## src/sv/assert_macros.svh

```systemverilog
// Assertion macros shared by the allocator RTL.
// Needs a clock named clk and an active-low reset named arst_n in scope.
`ifndef ASSERT_MACROS_SVH
`define ASSERT_MACROS_SVH

// Property that must hold at every clock edge out of reset.
`define FFA_ASSERT(lbl, expr, msg) \
	lbl: assert property (@(posedge clk) disable iff (!arst_n) (expr)) \
		else $error(msg);

// Same-cycle implication.
`define FFA_ASSERT_IMP(lbl, ante, cons, msg) \
	lbl: assert property (@(posedge clk) disable iff (!arst_n) (ante) |-> (cons)) \
		else $error(msg);

// Next-cycle implication.
`define FFA_ASSERT_NXT(lbl, ante, cons, msg) \
	lbl: assert property (@(posedge clk) disable iff (!arst_n) (ante) |=> (cons)) \
		else $error(msg);

`endif

```

## src/sv/ffa_pkg.sv

```systemverilog
// Shared types and codes of the first-fit extent allocator.
// No dependencies; used by ffa_alu, ffa_ctrl, the top level and the bench.
`default_nettype none

package ffa_pkg;

	localparam int ADDR_W = 32;

	typedef logic [ADDR_W-1:0] addr_t;
	typedef logic [2:0] status_t;

	localparam logic OP_ALLOC = 1'b0;
	localparam logic OP_FREE  = 1'b1;

	localparam status_t ST_OK      = 3'd0;
	localparam status_t ST_NOSPACE = 3'd1;
	localparam status_t ST_ZERO    = 3'd2;
	localparam status_t ST_FULL    = 3'd3;
	localparam status_t ST_IGNORED = 3'd4;

	// One free extent as stored in the table RAM
	typedef struct packed {
		addr_t start;
		addr_t len;
	} extent_t;

	// Operand select for the shared adder
	typedef struct packed {
		addr_t a;
		addr_t b;
		logic  sub;
	} alu_req_t;

	// Heap registers plus a pulse on any register write
	typedef struct packed {
		addr_t heap_base;
		addr_t heap_size;
		logic  rebuild;
	} cfg_t;

endpackage

`default_nettype wire

```

## src/sv/ffa_ram.sv

```systemverilog
// Generic single-write, single-read RAM with registered read data.
// No dependencies.
`default_nettype none

module ffa_ram #(
	parameter int WIDTH = 64,
	parameter int DEPTH = 16,
	localparam int AW = (DEPTH > 1) ? $clog2(DEPTH) : 1
) (
	input  wire logic             clk,
	input  wire logic             we,
	input  wire logic [AW-1:0]    waddr,
	input  wire logic [WIDTH-1:0] wdata,
	input  wire logic [AW-1:0]    raddr,
	output logic      [WIDTH-1:0] rdata
);

	logic [WIDTH-1:0] mem_q [DEPTH];

	always_ff @(posedge clk) begin
		if (we) begin
			mem_q[waddr] <= wdata;
		end
		rdata <= mem_q[raddr];
	end

endmodule

`default_nettype wire

```

## src/sv/ffa_alu.sv

```systemverilog
// Shared 33-bit adder/subtracter of the allocator.
// Depends on ffa_pkg.
`default_nettype none

module ffa_alu (
	input  wire ffa_pkg::alu_req_t req,
	output logic [ffa_pkg::ADDR_W:0] sum
);
	import ffa_pkg::*;

	addr_t b_op;

	// sum[ADDR_W] is the carry on add, and "a >= b" on subtract
	assign b_op = req.sub ? ~req.b : req.b;
	assign sum  = {1'b0, req.a} + {1'b0, b_op} + {{ADDR_W{1'b0}}, req.sub};

endmodule

`default_nettype wire

```

## src/sv/ffa_ctrl.sv

```systemverilog
// Sequencer of the allocator: table scans, merges, shifts, result register.
// Depends on ffa_pkg and assert_macros.svh; drives ffa_alu and ffa_ram.
`default_nettype none
`include "assert_macros.svh"

module ffa_ctrl #(
	parameter int MAX_EXTENTS = 16,
	localparam int IW = $clog2(MAX_EXTENTS),
	localparam int CW = $clog2(MAX_EXTENTS + 1)
) (
	input  wire logic                clk,
	input  wire logic                arst_n,
	input  wire ffa_pkg::cfg_t       cfg,
	input  wire logic                in_valid,
	output logic                     in_ready,
	input  wire logic                op,
	input  wire ffa_pkg::addr_t      req_size,
	input  wire ffa_pkg::addr_t      block_addr,
	output logic                     out_valid,
	input  wire logic                out_ready,
	output ffa_pkg::addr_t           grant_addr,
	output ffa_pkg::status_t         status,
	output ffa_pkg::alu_req_t        alu_req,
	input  wire logic [ffa_pkg::ADDR_W:0] alu_sum,
	output logic                     ram_we,
	output logic [IW-1:0]            ram_waddr,
	output ffa_pkg::extent_t         ram_wdata,
	output logic [IW-1:0]            ram_raddr,
	input  wire ffa_pkg::extent_t    ram_rdata
);
	import ffa_pkg::*;

	typedef enum logic [13:0] {
		S_REBUILD = 14'b00000000000001,
		S_IDLE    = 14'b00000000000010,
		S_ASCAN   = 14'b00000000000100,
		S_AUPD    = 14'b00000000001000,
		S_FCHK    = 14'b00000000010000,
		S_FSCAN   = 14'b00000000100000,
		S_FJOIN   = 14'b00000001000000,
		S_FMRG    = 14'b00000010000000,
		S_FMRG2   = 14'b00000100000000,
		S_SHIFT   = 14'b00001000000000,
		S_UPRD    = 14'b00010000000000,
		S_UPWR    = 14'b00100000000000,
		S_INS     = 14'b01000000000000,
		S_RESP    = 14'b10000000000000
	} state_t;

	localparam logic [CW-1:0] CNT_MAX = CW'(MAX_EXTENTS);

	state_t        state_q, state_d;
	logic [CW-1:0] cnt_q, cnt_d;
	logic [CW-1:0] idx_q, idx_d;
	logic [CW-1:0] pos_q, pos_d;
	logic          op_q, op_d;
	addr_t         size_q, size_d;
	addr_t         addr_q, addr_d;
	addr_t         end_q, end_d;
	addr_t         acc_q, acc_d;
	extent_t       prev_q, prev_d;
	extent_t       cur_q, cur_d;
	logic          jlo_q, jlo_d;
	logic          jhi_q, jhi_d;
	addr_t         res_grant_q, res_grant_d;
	status_t       res_status_q, res_status_d;
	logic          out_valid_q;
	addr_t         out_grant_q;
	status_t       out_status_q;

	logic [CW-1:0] idx_p1, idx_p2, idx_m1, pos_p1, pos_m1, cnt_m1;
	addr_t         heap_len;
	logic          load_out;

	assign idx_p1 = idx_q + CW'(1);
	assign idx_p2 = idx_q + CW'(2);
	assign idx_m1 = idx_q - CW'(1);
	assign pos_p1 = pos_q + CW'(1);
	assign pos_m1 = pos_q - CW'(1);
	assign cnt_m1 = cnt_q - CW'(1);

	// heap clipped at the top of the address space
	assign heap_len = alu_sum[ADDR_W] ? ~cfg.heap_base : cfg.heap_size;

	assign in_ready   = (state_q == S_IDLE);
	assign load_out   = (state_q == S_RESP) && (!out_valid_q || out_ready);
	assign out_valid  = out_valid_q;
	assign grant_addr = out_grant_q;
	assign status     = out_status_q;

	always_comb begin
		state_d      = state_q;
		cnt_d        = cnt_q;
		idx_d        = idx_q;
		pos_d        = pos_q;
		op_d         = op_q;
		size_d       = size_q;
		addr_d       = addr_q;
		end_d        = end_q;
		acc_d        = acc_q;
		prev_d       = prev_q;
		cur_d        = cur_q;
		jlo_d        = jlo_q;
		jhi_d        = jhi_q;
		res_grant_d  = res_grant_q;
		res_status_d = res_status_q;
		alu_req      = '{a: '0, b: '0, sub: 1'b0};
		ram_we       = 1'b0;
		ram_waddr    = idx_q[IW-1:0];
		ram_wdata    = '0;
		ram_raddr    = idx_p1[IW-1:0];

		unique case (state_q)
			S_REBUILD: begin
				alu_req   = '{a: cfg.heap_base, b: cfg.heap_size, sub: 1'b0};
				ram_we    = 1'b1;
				ram_waddr = '0;
				ram_wdata = '{start: cfg.heap_base, len: heap_len};
				cnt_d     = (heap_len != '0) ? CW'(1) : '0;
				state_d   = S_IDLE;
			end
			S_IDLE: begin
				ram_raddr = '0;
				if (in_valid) begin
					op_d        = op;
					size_d      = req_size;
					addr_d      = block_addr;
					idx_d       = '0;
					res_grant_d = '0;
					if (op == OP_FREE) begin
						state_d = S_FCHK;
					end else if (req_size == '0) begin
						res_status_d = ST_ZERO;
						state_d      = S_RESP;
					end else if (cnt_q == '0) begin
						res_status_d = ST_NOSPACE;
						state_d      = S_RESP;
					end else begin
						state_d = S_ASCAN;
					end
				end
			end
			S_ASCAN: begin
				alu_req = '{a: ram_rdata.len, b: size_q, sub: 1'b1};
				if (alu_sum[ADDR_W]) begin
					cur_d        = ram_rdata;
					res_grant_d  = ram_rdata.start;
					res_status_d = ST_OK;
					if (alu_sum[ADDR_W-1:0] == '0) begin
						// exact fit: drop the entry, read of idx+1 is in flight
						if (idx_p1 == cnt_q) begin
							cnt_d   = cnt_m1;
							state_d = S_RESP;
						end else begin
							state_d = S_SHIFT;
						end
					end else begin
						acc_d   = alu_sum[ADDR_W-1:0];
						state_d = S_AUPD;
					end
				end else begin
					idx_d = idx_p1;
					if (idx_p1 == cnt_q) begin
						res_status_d = ST_NOSPACE;
						state_d      = S_RESP;
					end
				end
			end
			S_AUPD: begin
				alu_req   = '{a: cur_q.start, b: size_q, sub: 1'b0};
				ram_we    = 1'b1;
				ram_wdata = '{start: alu_sum[ADDR_W-1:0], len: acc_q};
				state_d   = S_RESP;
			end
			S_FCHK: begin
				alu_req   = '{a: addr_q, b: size_q, sub: 1'b0};
				ram_raddr = '0;
				end_d     = alu_sum[ADDR_W-1:0];
				if ((addr_q == '0) || (size_q == '0) || alu_sum[ADDR_W]) begin
					res_status_d = ST_IGNORED;
					state_d      = S_RESP;
				end else if (cnt_q == '0) begin
					pos_d   = '0;
					state_d = S_FJOIN;
				end else begin
					state_d = S_FSCAN;
				end
			end
			S_FSCAN: begin
				alu_req = '{a: ram_rdata.start, b: addr_q, sub: 1'b1};
				if (alu_sum[ADDR_W]) begin
					cur_d   = ram_rdata;
					pos_d   = idx_q;
					state_d = S_FJOIN;
				end else begin
					prev_d = ram_rdata;
					idx_d  = idx_p1;
					if (idx_p1 == cnt_q) begin
						pos_d   = cnt_q;
						state_d = S_FJOIN;
					end
				end
			end
			S_FJOIN: begin
				alu_req = '{a: prev_q.start, b: prev_q.len, sub: 1'b0};
				jlo_d   = (pos_q != '0) && (alu_sum == {1'b0, addr_q});
				jhi_d   = (pos_q != cnt_q) && (cur_q.start == end_q);
				idx_d   = pos_q;
				state_d = S_FMRG;
			end
			S_FMRG: begin
				alu_req      = '{a: jlo_q ? prev_q.len : cur_q.len, b: size_q, sub: 1'b0};
				res_status_d = ST_OK;
				if (jlo_q && jhi_q) begin
					acc_d   = alu_sum[ADDR_W-1:0];
					state_d = S_FMRG2;
				end else if (jlo_q) begin
					ram_we    = 1'b1;
					ram_waddr = pos_m1[IW-1:0];
					ram_wdata = '{start: prev_q.start, len: alu_sum[ADDR_W-1:0]};
					state_d   = S_RESP;
				end else if (jhi_q) begin
					ram_we    = 1'b1;
					ram_waddr = pos_q[IW-1:0];
					ram_wdata = '{start: addr_q, len: alu_sum[ADDR_W-1:0]};
					state_d   = S_RESP;
				end else if (cnt_q == CNT_MAX) begin
					res_status_d = ST_FULL;
					state_d      = S_RESP;
				end else if (pos_q == cnt_q) begin
					state_d = S_INS;
				end else begin
					idx_d   = cnt_m1;
					state_d = S_UPRD;
				end
			end
			S_FMRG2: begin
				// both neighbors touch: grow the lower one, then drop the upper
				alu_req   = '{a: acc_q, b: cur_q.len, sub: 1'b0};
				ram_we    = 1'b1;
				ram_waddr = pos_m1[IW-1:0];
				ram_wdata = '{start: prev_q.start, len: alu_sum[ADDR_W-1:0]};
				if (pos_p1 == cnt_q) begin
					cnt_d   = cnt_m1;
					state_d = S_RESP;
				end else begin
					state_d = S_SHIFT;
				end
			end
			S_SHIFT: begin
				ram_we    = 1'b1;
				ram_wdata = ram_rdata;
				ram_raddr = idx_p2[IW-1:0];
				idx_d     = idx_p1;
				if (idx_p2 == cnt_q) begin
					cnt_d   = cnt_m1;
					state_d = S_RESP;
				end
			end
			S_UPRD: begin
				ram_raddr = idx_q[IW-1:0];
				state_d   = S_UPWR;
			end
			S_UPWR: begin
				ram_we    = 1'b1;
				ram_waddr = idx_p1[IW-1:0];
				ram_wdata = ram_rdata;
				ram_raddr = idx_m1[IW-1:0];
				if (idx_q == pos_q) begin
					state_d = S_INS;
				end else begin
					idx_d = idx_m1;
				end
			end
			S_INS: begin
				ram_we       = 1'b1;
				ram_waddr    = pos_q[IW-1:0];
				ram_wdata    = '{start: addr_q, len: size_q};
				cnt_d        = cnt_q + CW'(1);
				res_status_d = ST_OK;
				state_d      = S_RESP;
			end
			S_RESP: begin
				if (load_out) begin
					state_d = S_IDLE;
				end
			end
			default: begin
				state_d = S_REBUILD;
			end
		endcase

		if (cfg.rebuild) begin
			state_d = S_REBUILD;
		end
	end

	always_ff @(posedge clk or negedge arst_n) begin
		if (!arst_n) begin
			state_q     <= S_REBUILD;
			cnt_q       <= '0;
			out_valid_q <= 1'b0;
		end else begin
			state_q     <= state_d;
			cnt_q       <= cnt_d;
			out_valid_q <= load_out || (out_valid_q && !out_ready);
		end
	end

	always_ff @(posedge clk) begin
		idx_q        <= idx_d;
		pos_q        <= pos_d;
		op_q         <= op_d;
		size_q       <= size_d;
		addr_q       <= addr_d;
		end_q        <= end_d;
		acc_q        <= acc_d;
		prev_q       <= prev_d;
		cur_q        <= cur_d;
		jlo_q        <= jlo_d;
		jhi_q        <= jhi_d;
		res_grant_q  <= res_grant_d;
		res_status_q <= res_status_d;
		if (load_out) begin
			out_grant_q  <= res_grant_q;
			out_status_q <= res_status_q;
		end
	end

	`FFA_ASSERT(a_cnt_bound, cnt_q <= CNT_MAX, "extent count above table size")
	`FFA_ASSERT_IMP(a_scan_range, (state_q == S_ASCAN) || (state_q == S_FSCAN), idx_q < cnt_q, "scan index past table end")
	`FFA_ASSERT_IMP(a_ins_room, state_q == S_INS, cnt_q < CNT_MAX, "insert into full table")
	`FFA_ASSERT_IMP(a_grant_zero, out_valid_q && (out_status_q != ST_OK), out_grant_q == '0, "nonzero address on refusal")

endmodule

`default_nettype wire

```

## src/sv/first_fit_extent_allocator.sv

```systemverilog
// Top level of the first-fit extent allocator: APB registers and wiring.
// Depends on ffa_pkg, ffa_ctrl, ffa_alu and ffa_ram.
`default_nettype none

// Channel   Dir   Handshake            Word
// -------   ---   ------------------   ------------------------------------
// in        in    in_valid/in_ready    op, req_size, block_addr
// out       out   out_valid/out_ready  grant_addr, status
// apb       in    psel/penable/pready  heap_base at 0x0, heap_size at 0x4
//
// One word at a time. Allocate scans for the first extent long enough and
// shrinks it, or on an exact fit drops it and moves later extents down.
// Free checks the block, scans the extents below block_addr, then grows a
// touching neighbor (if both touch, drops the upper one) or moves extents
// up to open a new entry. The single table RAM and the adder serve every
// step. After reset and after every register write the table is rebuilt
// in S_REBUILD; in_ready stays low meanwhile. A new word is taken while
// the previous result still waits on a stalled out channel.

module first_fit_extent_allocator #(
	parameter int MAX_EXTENTS = 16
) (
	input  wire logic              clk,
	input  wire logic              arst_n,
	// request channel
	input  wire logic              in_valid,
	output logic                   in_ready,
	input  wire logic              op,
	input  wire ffa_pkg::addr_t    req_size,
	input  wire ffa_pkg::addr_t    block_addr,
	// result channel
	output logic                   out_valid,
	input  wire logic              out_ready,
	output ffa_pkg::addr_t         grant_addr,
	output ffa_pkg::status_t       status,
	// register port
	input  wire logic              psel,
	input  wire logic              penable,
	input  wire logic              pwrite,
	input  wire logic [2:0]        paddr,
	input  wire logic [31:0]       pwdata,
	output logic [31:0]            prdata,
	output logic                   pready
);
	import ffa_pkg::*;

	localparam int IW = $clog2(MAX_EXTENTS);

	addr_t                heap_base_q;
	addr_t                heap_size_q;
	logic                 cfg_wr;
	cfg_t                 cfg;
	alu_req_t             alu_req;
	logic [ADDR_W:0]      alu_sum;
	logic                 ram_we;
	logic [IW-1:0]        ram_waddr;
	logic [IW-1:0]        ram_raddr;
	extent_t              ram_wdata;
	extent_t              ram_rdata;

	// Any completed write rebuilds the table; paddr[2] picks the register
	assign cfg_wr = psel && penable && pwrite;
	assign pready = 1'b1;
	assign prdata = paddr[2] ? heap_size_q : heap_base_q;

	always_ff @(posedge clk or negedge arst_n) begin
		if (!arst_n) begin
			heap_base_q <= '0;
			heap_size_q <= 32'h0001_0000;
		end else if (cfg_wr) begin
			if (paddr[2]) begin
				heap_size_q <= pwdata;
			end else begin
				heap_base_q <= pwdata;
			end
		end
	end

	assign cfg = '{heap_base: heap_base_q, heap_size: heap_size_q, rebuild: cfg_wr};

	// Sequencer: scans, merges and table moves
	ffa_ctrl #(
		.MAX_EXTENTS(MAX_EXTENTS)
	) u_ctrl (
		.clk        (clk),
		.arst_n     (arst_n),
		.cfg        (cfg),
		.in_valid   (in_valid),
		.in_ready   (in_ready),
		.op         (op),
		.req_size   (req_size),
		.block_addr (block_addr),
		.out_valid  (out_valid),
		.out_ready  (out_ready),
		.grant_addr (grant_addr),
		.status     (status),
		.alu_req    (alu_req),
		.alu_sum    (alu_sum),
		.ram_we     (ram_we),
		.ram_waddr  (ram_waddr),
		.ram_wdata  (ram_wdata),
		.ram_raddr  (ram_raddr),
		.ram_rdata  (ram_rdata)
	);

	// Single adder shared by the scan compares and the address and length sums
	ffa_alu u_alu (
		.req (alu_req),
		.sum (alu_sum)
	);

	// Extent table, sorted by start address, entries past the count unused
	ffa_ram #(
		.WIDTH($bits(extent_t)),
		.DEPTH(MAX_EXTENTS)
	) u_table (
		.clk   (clk),
		.we    (ram_we),
		.waddr (ram_waddr),
		.wdata (ram_wdata),
		.raddr (ram_raddr),
		.rdata (ram_rdata)
	);

endmodule

`default_nettype wire

```

## config.mk

```make
export PLATFORM = sky130hd
export DESIGN_NAME = first_fit_extent_allocator
export DESIGN_NICKNAME = d
export VERILOG_FILES = /design/src/sv/ffa_pkg.sv /design/src/sv/ffa_ram.sv /design/src/sv/ffa_alu.sv /design/src/sv/ffa_ctrl.sv /design/src/sv/first_fit_extent_allocator.sv
export VERILOG_INCLUDE_DIRS = /design/src /design/src/sv
export SDC_FILE = /design/constraint.sdc
export NUM_CORES = 2
export LEC_CHECK = 0
export BUFFER_PORTS_ARGS = -buffer_cell sky130_fd_sc_hd__buf_4
export CAP_MARGIN = 10
export CORE_MARGIN = 4
export CORE_UTILIZATION = 44
export CTS_CLUSTER_DIAMETER = 200
export DETAILED_ROUTE_END_ITERATION = 6
export GPL_TIMING_DRIVEN = 0
export PLACE_DENSITY = 0.67
export SLEW_MARGIN = 20
export SYNTH_ARGS = -nofsm -noshare
export SYNTH_HDL_FRONTEND = slang
export SYNTH_SLANG_ARGS = --single-unit
```

## constraint.sdc

```tcl
create_clock -name clk -period 10.3 [get_ports clk]
set_input_delay 0.515 -clock clk [delete_from_list [all_inputs] [get_ports clk]]
set_output_delay 0.515 -clock clk [all_outputs]
set_load 0.03 [all_outputs]
```

After elaboration in Yosys (flattened, before gate mapping)

Memory sizes are Yosys's and may differ from the RTL's. A register that Yosys moved wholly into a read port is not among the register bits.
Index checks and enable logic that the tools add are counted.

$add $sub $neg: 9
Equal/unequal tests: 51
Mux-type cells: 83
Bitwise logic cells: 4
Reduce and logical (&&, ||, !) cells: 43

Operators by type and width:

| cell                                                            | number |
|---|---|
| 65-bit case mux with 8 select lines                             | 1 |
| 64-bit case mux with 6 select lines                             | 1 |
| 32-bit two-way mux                                              | 9 |
| 14-bit two-way mux                                              | 20 |
| 64-bit two-way mux                                              | 3 |
| 14-bit case mux with 13 select lines                            | 1 |
| 32-bit zero test                                                | 4 |
| 32-bit case mux with 2 select lines                             | 2 |
| 5-bit two-way mux                                               | 17 |
| 32-bit NOT                                                      | 2 |
| 32-bit by 32-bit adder with 33-bit output                       | 1 |
| 33-bit by 1-bit adder with 33-bit output                        | 1 |
| 33-bit by 32-bit equality test with 1-bit output                | 1 |
| 32-bit equality test                                            | 1 |
| 32-bit nonzero test                                             | 1 |
| 3-bit two-way mux                                               | 10 |
| 5-bit case mux with 6 select lines                              | 1 |
| 5-bit equality test                                             | 5 |
| 5-bit case mux with 5 select lines                              | 1 |
| 2-bit != test, second input constant                            | 11 |
| 4-bit case mux with 5 select lines                              | 1 |
| 6-bit AND reduction                                             | 3 |
| 2-bit by 1-bit != test with 1-bit output, second input constant | 8 |
| 4-bit case mux with 4 select lines                              | 1 |
| other kinds (45)                                                | 84 |

Bits in registers: 422
Memory bits (writable): 1024
Bits of input ports: 107
Output and inout bits: 70
Logic and storage cells: 212
Memories kept: 1

Memories:

| memory        | depth | bits a word | rd ports | clocked after Yosys merged registers in | write ports | line          | text |
|---|---|---|---|---|---|---|---|
| u_table.mem_q | 16    | 64          | 1        | 1                                       | 1           | ffa_ram.sv:18 | `logic [WIDTH-1:0] mem_q [DEPTH];` |

Depth between registers and ports, before layout

Depth after elaboration: 11
Mapped depth: 25
Depth with buffers taken out: 21

Modules after synthesis

Synthesis repeated with hierarchy kept, for this count alone.

Cells, all modules: 3772
Area total of the unflattened synthesis: 63380.8 µm²

By module, submodules not included:

| module                     | instances | cells an instance | area an instance (µm²) | sequential area each (µm²) |
|---|---|---|---|---|
| ffa_ram                    | 1         | 1647              | 39581.7                | 32030.7 |
| ffa_ctrl                   | 1         | 1650              | 18745.5                | 10651.5 |
| first_fit_extent_allocator | 1         | 175               | 2952.8                 | 1602.8 |
| ffa_alu                    | 1         | 300               | 2100.8                 | 0.0 |

Worst setup path before layout

OpenSTA, ideal clock, no wires.

Path type: register to register
Start point: register u_ctrl.state_q[7]
End point: register u_ctrl.prev_q[0] (netlist name) (enable)
Setup time: 0.487 ns
Data arrival time: 7.793 ns
Data required time: 9.813 ns
Slack: 2.020 ns
Cell stages (with the launch flop): 24
Path buffers: 8
Clock period less this slack: 8.280 ns
Cells stage by stage: dfrtp_1 > buf_4 > nor4_4 > and3_1 > clkbuf_1 > and2_1 > clkbuf_1 > clkbuf_1 > buf_1 > a222oi_1 > nand2_1 > mux2i_1 > ha_1 > clkbuf_1 > a21oi_1 > o21ai_0 > a211o_1 > a31o_2 > a211oi_1 > o221ai_1 > a21o_1 > clkbuf_1 > clkbuf_1 > nor2_1

Word-level cells in the longest chain between the ends: 8
Elaborated cells between the ends (all ways): 15
Classes of those cells: add/sub: 2; eq/ne: 8; mux: 2; bitwise: 2; reduce/logical: 1

RTL lines:

| element                                                                       | line            | text |
|---|---|---|
| from (decl)                                                                   | ffa_ctrl.sv:52  | `state_t state_q, state_d;` |
| from (signal assigned)                                                        | ffa_ctrl.sv:304 | `state_q <= state_d;` |
| 14-bit by 9-bit equality test with 1-bit output, or another cell as far along | ffa_ctrl.sv:113 | `unique case (state_q)` |
| 65-bit case mux with 8 select lines                                           | ffa_ctrl.sv:113 |  |
| 32-bit NOT                                                                    | ffa_alu.sv:14   | `assign b_op = req.sub ? ~req.b : req.b;` |
| 32-bit two-way mux                                                            | ffa_alu.sv:14   |  |
| 32-bit by 32-bit adder with 33-bit output                                     | ffa_alu.sv:15   | `assign sum = {1'b0, req.a} + {1'b0, b_op} + {{ADDR_W{1'b0}}, req.sub};` |
| 33-bit by 1-bit adder with 33-bit output                                      | ffa_alu.sv:15   |  |
| 1-bit NOT (no line)                                                           | --              |  |
| 2-bit AND reduction (no line) (*)                                             | --              |  |
| to (signal assigned)                                                          | ffa_ctrl.sv:318 | `prev_q <= prev_d;` |
| to (decl)                                                                     | ffa_ctrl.sv:61  | `extent_t prev_q, prev_d;` |

Every way passes the cells marked *; elsewhere a longest branch is shown, timed or not.
A chain may end at the register's enable or synchronous reset.

==> metrics.log <==
[metrics] outcome: complete, but fails checks
[metrics] failing checks: DRC
[metrics] class of the tightest hold or removal check: in -> reg
[metrics] min Tclk post-route: slightly above 10 ns
[metrics] via count of the first global-routing pass: 42720
[metrics] cell leakage power: around 30 nW
[metrics] number of antenna violations at the first check in global routing: 17
[metrics] final clock period utilization by the worst path: 99.18%
[metrics] count of flip-flops with a built-in enable after synthesis: roughly 1400
[metrics] global-route wire length before repair: ~330000 µm
[metrics] internal reg-to-reg setup slack: 0.08 ns
[metrics] fraction of layout cells with a size suffix above 1: 14.21%
[metrics] I/O Pins: 177
[metrics] Placed Instances: between 6000 and 7000
[metrics] CP bufs+invs: 8
[metrics] worst vdd rail ir drop: 0.1962 mV
[metrics] root buffer cell: clkbuf_16
[metrics] DRC marker count from the first detailed-route iteration: 6805
[metrics] number of detailed-routing iterations run before antenna repair: 7
[metrics] Avg WL per Cell: approximately 34 µm
[metrics] clock tree from TritonCTS: done
[metrics] Die W: 397.8 µm
[metrics] flip-flop cell with the highest count after synthesis: edfxtp_1
[metrics] Synth area leader: edfxtp_1
[metrics] total gr overflow: 0
[metrics] global routing usage summed across all routing layers: between 20% and 30%
[metrics] overall die area: 0.1583 mm²
[metrics] worst hold endpoint: heap_size_q[15]
[metrics] Max Fanout on Critical Path: 16
[metrics] total number of placement rows: 142
[metrics] number of nets at the end of the flow: between 5000 and 6000
[metrics] largest cells by area after synthesis: edfxtp_1 61%, mux2i_1 15%, dfrtp_1 3.1%, mux2_2 2.1%, dfxtp_1 1.9%
[metrics] Synthesized Nets: around 4600
[metrics] Reg2Reg Depth: 25
[metrics] number of buffers inserted during clock tree synthesis: about 160
[metrics] top cells by instance count after synthesis: 1362 x edfxtp_1, 995 x mux2i_1, 296 x nand2_1
[metrics] most used standard cell by instance count after synthesis: edfxtp_1
[metrics] placeable core region: around 0.15 mm²
[metrics] H-tree depth reported by CTS: 4
[metrics] biggest cell delay along the critical path: approximately 0.8 ns
[metrics] upper clock frequency limit: slightly below 100 MHz
[metrics] area share of the leading cell type in the synthesized netlist: 61.17%
[metrics] area growth from synthesis to layout: 17.61%
[metrics] DR vias/cell: 6.226
[metrics] Worst path slowest cell: clkbuf_1
[metrics] remaining routing DRC violations: 32
[metrics] Mapped Cells: 4465
[metrics] vertical die dimension: 397.8 µm
[metrics] pin count of the biggest net entering global routing: 85
[metrics] maximum buffer depth of the clock tree: 3
[metrics] Overall Power: approximately 22 mW
[metrics] post-route setup TNS: 0 ns
[metrics] endpoint of the worst-slack reg-to-reg timing path: u_table.mem_q[6][31]
[metrics] # clock sinks: 1510
[metrics] Yosys reg bits: 1510
[metrics] arrival time of data at the critical path endpoint: 10.46 ns
[metrics] transition time at the pin with the least slew margin: roughly 1.2 ns
[metrics] count of endpoints failing setup in the final report: 0
[metrics] share of flip-flops with an asynchronous set or reset: 5.563%
[metrics] final standard cell utilization of the core: about 52%
[metrics] sequential element share of the synthesized area: 66.24%
[metrics] Final Hold Fails: 0
[metrics] worst clock skew: 0.03928 ns
[metrics] type of the setup path with the least slack: reg -> reg
[metrics] hold path startpoint: pwdata[15]
[metrics] worst path required time: 10.54 ns
[metrics] detailed-route wire length: 239900 µm
[metrics] Worst path most repeated cell: clkbuf_1
[metrics] Synth cell types: ~90
[metrics] count of final max-slew check failures: 0
[metrics] number of filler cells placed in the layout: 12390
[metrics] Antenna Nets Post-Route: 0
[metrics] clock transition at the registers of the reported paths: 0.06 ns
[metrics] power per cell area: between 200 and 300 mW/mm²
[metrics] DP Wirelength: 177900 µm
[metrics] kind of capture point of the worst setup path: flop
[metrics] unrepaired setup endpoints after global routing: no
[metrics] GPL Wtd Cong: 0.9878
[metrics] YS warnings: 0
[metrics] per-instance average area after synthesis: between 10 and 15 µm²
[metrics] I/O Buffers: 172
[metrics] routed vias: 44320
[metrics] Clock Latency Late Sink: 0.80 ns
[metrics] number of standard cells in the layout, taps in and fillers out: 7118
[metrics] worst slew margin relative to its limit: 17.79%
[metrics] Reg-to-Reg Start: u_ctrl.state_q[7]
[metrics] starting density of the core: 44.43%
[metrics] startpoint kind of the worst setup timing path: flop
[metrics] largest delay contributor family on the critical path: buffers and inverters
[metrics] summed instance area of the synthesized netlist: approximately 0.067 mm²
[metrics] max-cap violation count: 0
[metrics] worst hold path stage count: 2
==> worst max path at each step <==
| stage | from | end | slack, ns | depth (start not counted) |
|---|---|---|---|---|
| after floorplan | u_ctrl.state_q[7] | u_ctrl.prev_q[0] | 2.02 | 23 |
| after global placement | u_ctrl.state_q[7] | u_ctrl.idx_q[0] | -4.55 | 22 |
| after detailed placement | u_ctrl.state_q[7] | u_ctrl.acc_q[29] | 0.01 | 25 |
| after CTS | u_ctrl.state_q[7] | u_ctrl.acc_q[29] | 0.14 | 23 |
| after global routing | u_ctrl.state_q[7] | u_table.mem_q[6][31] | 0.03 | 25 |
| final | u_ctrl.state_q[7] | u_table.mem_q[6][31] | 0.08 | 25 |
==> cells in the final DEF, fill, tap and decap left out, drive strengths merged, types with 15 or more instances in the layout <==
cell and n:
edfxtp 1362, mux2i 995, clkbuf 412, buf 347
nand2 296, mux2 127, nand3 112, nor2 96
a222oi 95, dlygate4sd3 90, dfrtp 82, a21oi 73
dfxtp 64, a22oi 63, nor4 62, xor2 61
and3 51, o21ai 50, xnor2 49, a221oi 48
nand4 46, o211ai 46, a22o 43, ha 43
nor3 43, clkinv 41, inv 37, and2 20
a221o 17, a21o 16, a31oi 15
==> state kept, by name, indices dropped and copies added (netlist names), 64 cells and up <==
signal / flops
u_table.mem_q: 1024
u_ctrl.prev_q: 64
u_ctrl.cur_q: 64
u_table.rdata: 64
==> worst reg2reg max path: stages (launching register included) <==
cell      delay, ns
dfrtp_1        0.35
buf_4          0.17
nor4_4         0.50
and3_1         0.25
clkbuf_1       0.60
and2_1         0.22
clkbuf_1       0.63
clkbuf_1       0.71
buf_2          0.50
a222oi_1       0.14
nand2_1        0.22
mux2i_1        0.33
ha_1           0.17
clkbuf_1       0.33
nand4_1        0.33
nor4_1         0.37
a211o_1        0.16
a31o_2         0.22
a211oi_1       0.17
o221ai_1       0.46
a21o_1         0.28
clkbuf_1       0.78
clkbuf_1       0.81
nand2_1        0.13
o211ai_1       0.13
nand3_1        0.71
==> cell type report <==
cell class              instances  area [µm²]  share of cell area (%)
multi-input cells            2641       21620                   27.50
repair buffers                341        3802                   4.836
flip-flops and latches       1510       44290                   56.32
clock buffers                 228        4441                   5.647
diodes                          8       20.02                 0.02546
plain buffers                 281        1156                   1.470
well taps                    2016        2522                   3.208
clock inverters                60       656.9                  0.8354
inverters                      33       123.9                  0.1575
==> through the flow <==
stage | worst slack [ns] | hold WS (ns) | instance area [µm²]
detailed placement | 0.009726 | 0.4045 | 72590
global route | 0.02565 | 0.01732 | 78610
global placement | -4.552 | 0.4022 | 70670
finish | 0.08452 | 0.03492 | 78630
CTS | 0.1364 | 0.008701 | 78590
floorplan | 2.020 | 0.2194 | 66860
==> layer usage <==
metal  vias to the layer above  track usage (%)  share of wire, %
li1                      18660                -                 -
met1                     22360            40.10                39
met2                      2733            46.35                45
met3                       570            6.108                10
met4                         0            13.96               5.4
met5                         -                0                 0
==> logic make-up (layout without fill, tap and decap cells) <==
family,count (synthesis),after routing,share of synthesized area [%]
multiplexers,1122,1122,17.04
flip-flops,1510,1510,66.24
adder cells (fa/ha/maj),44,44,0.8346
buffers and inverters,314,943,1.877
AO/OA/AOI/OAI,568,568,6.658
AND/OR/NAND/NOR,796,796,5.914
XOR/XNOR,110,110,1.441
other,1,9,0.005609
==> power breakdown <==
part	switching, mW	internal, mW
combinational	4.95	2.25
clock	2.41	3.24
sequential	0.770	8.13
==> repair_timing <==
action | CTS | global route
endpoints found under the setup margin | 18 | 28
setup buffers | 0 | 0
hold endpoints to repair | 196 | 0
hold buffers | 90 | 0
gates resized for setup | 2 | 5
gates cloned | 0 | 0
Power figures use the tool's default switching activity.
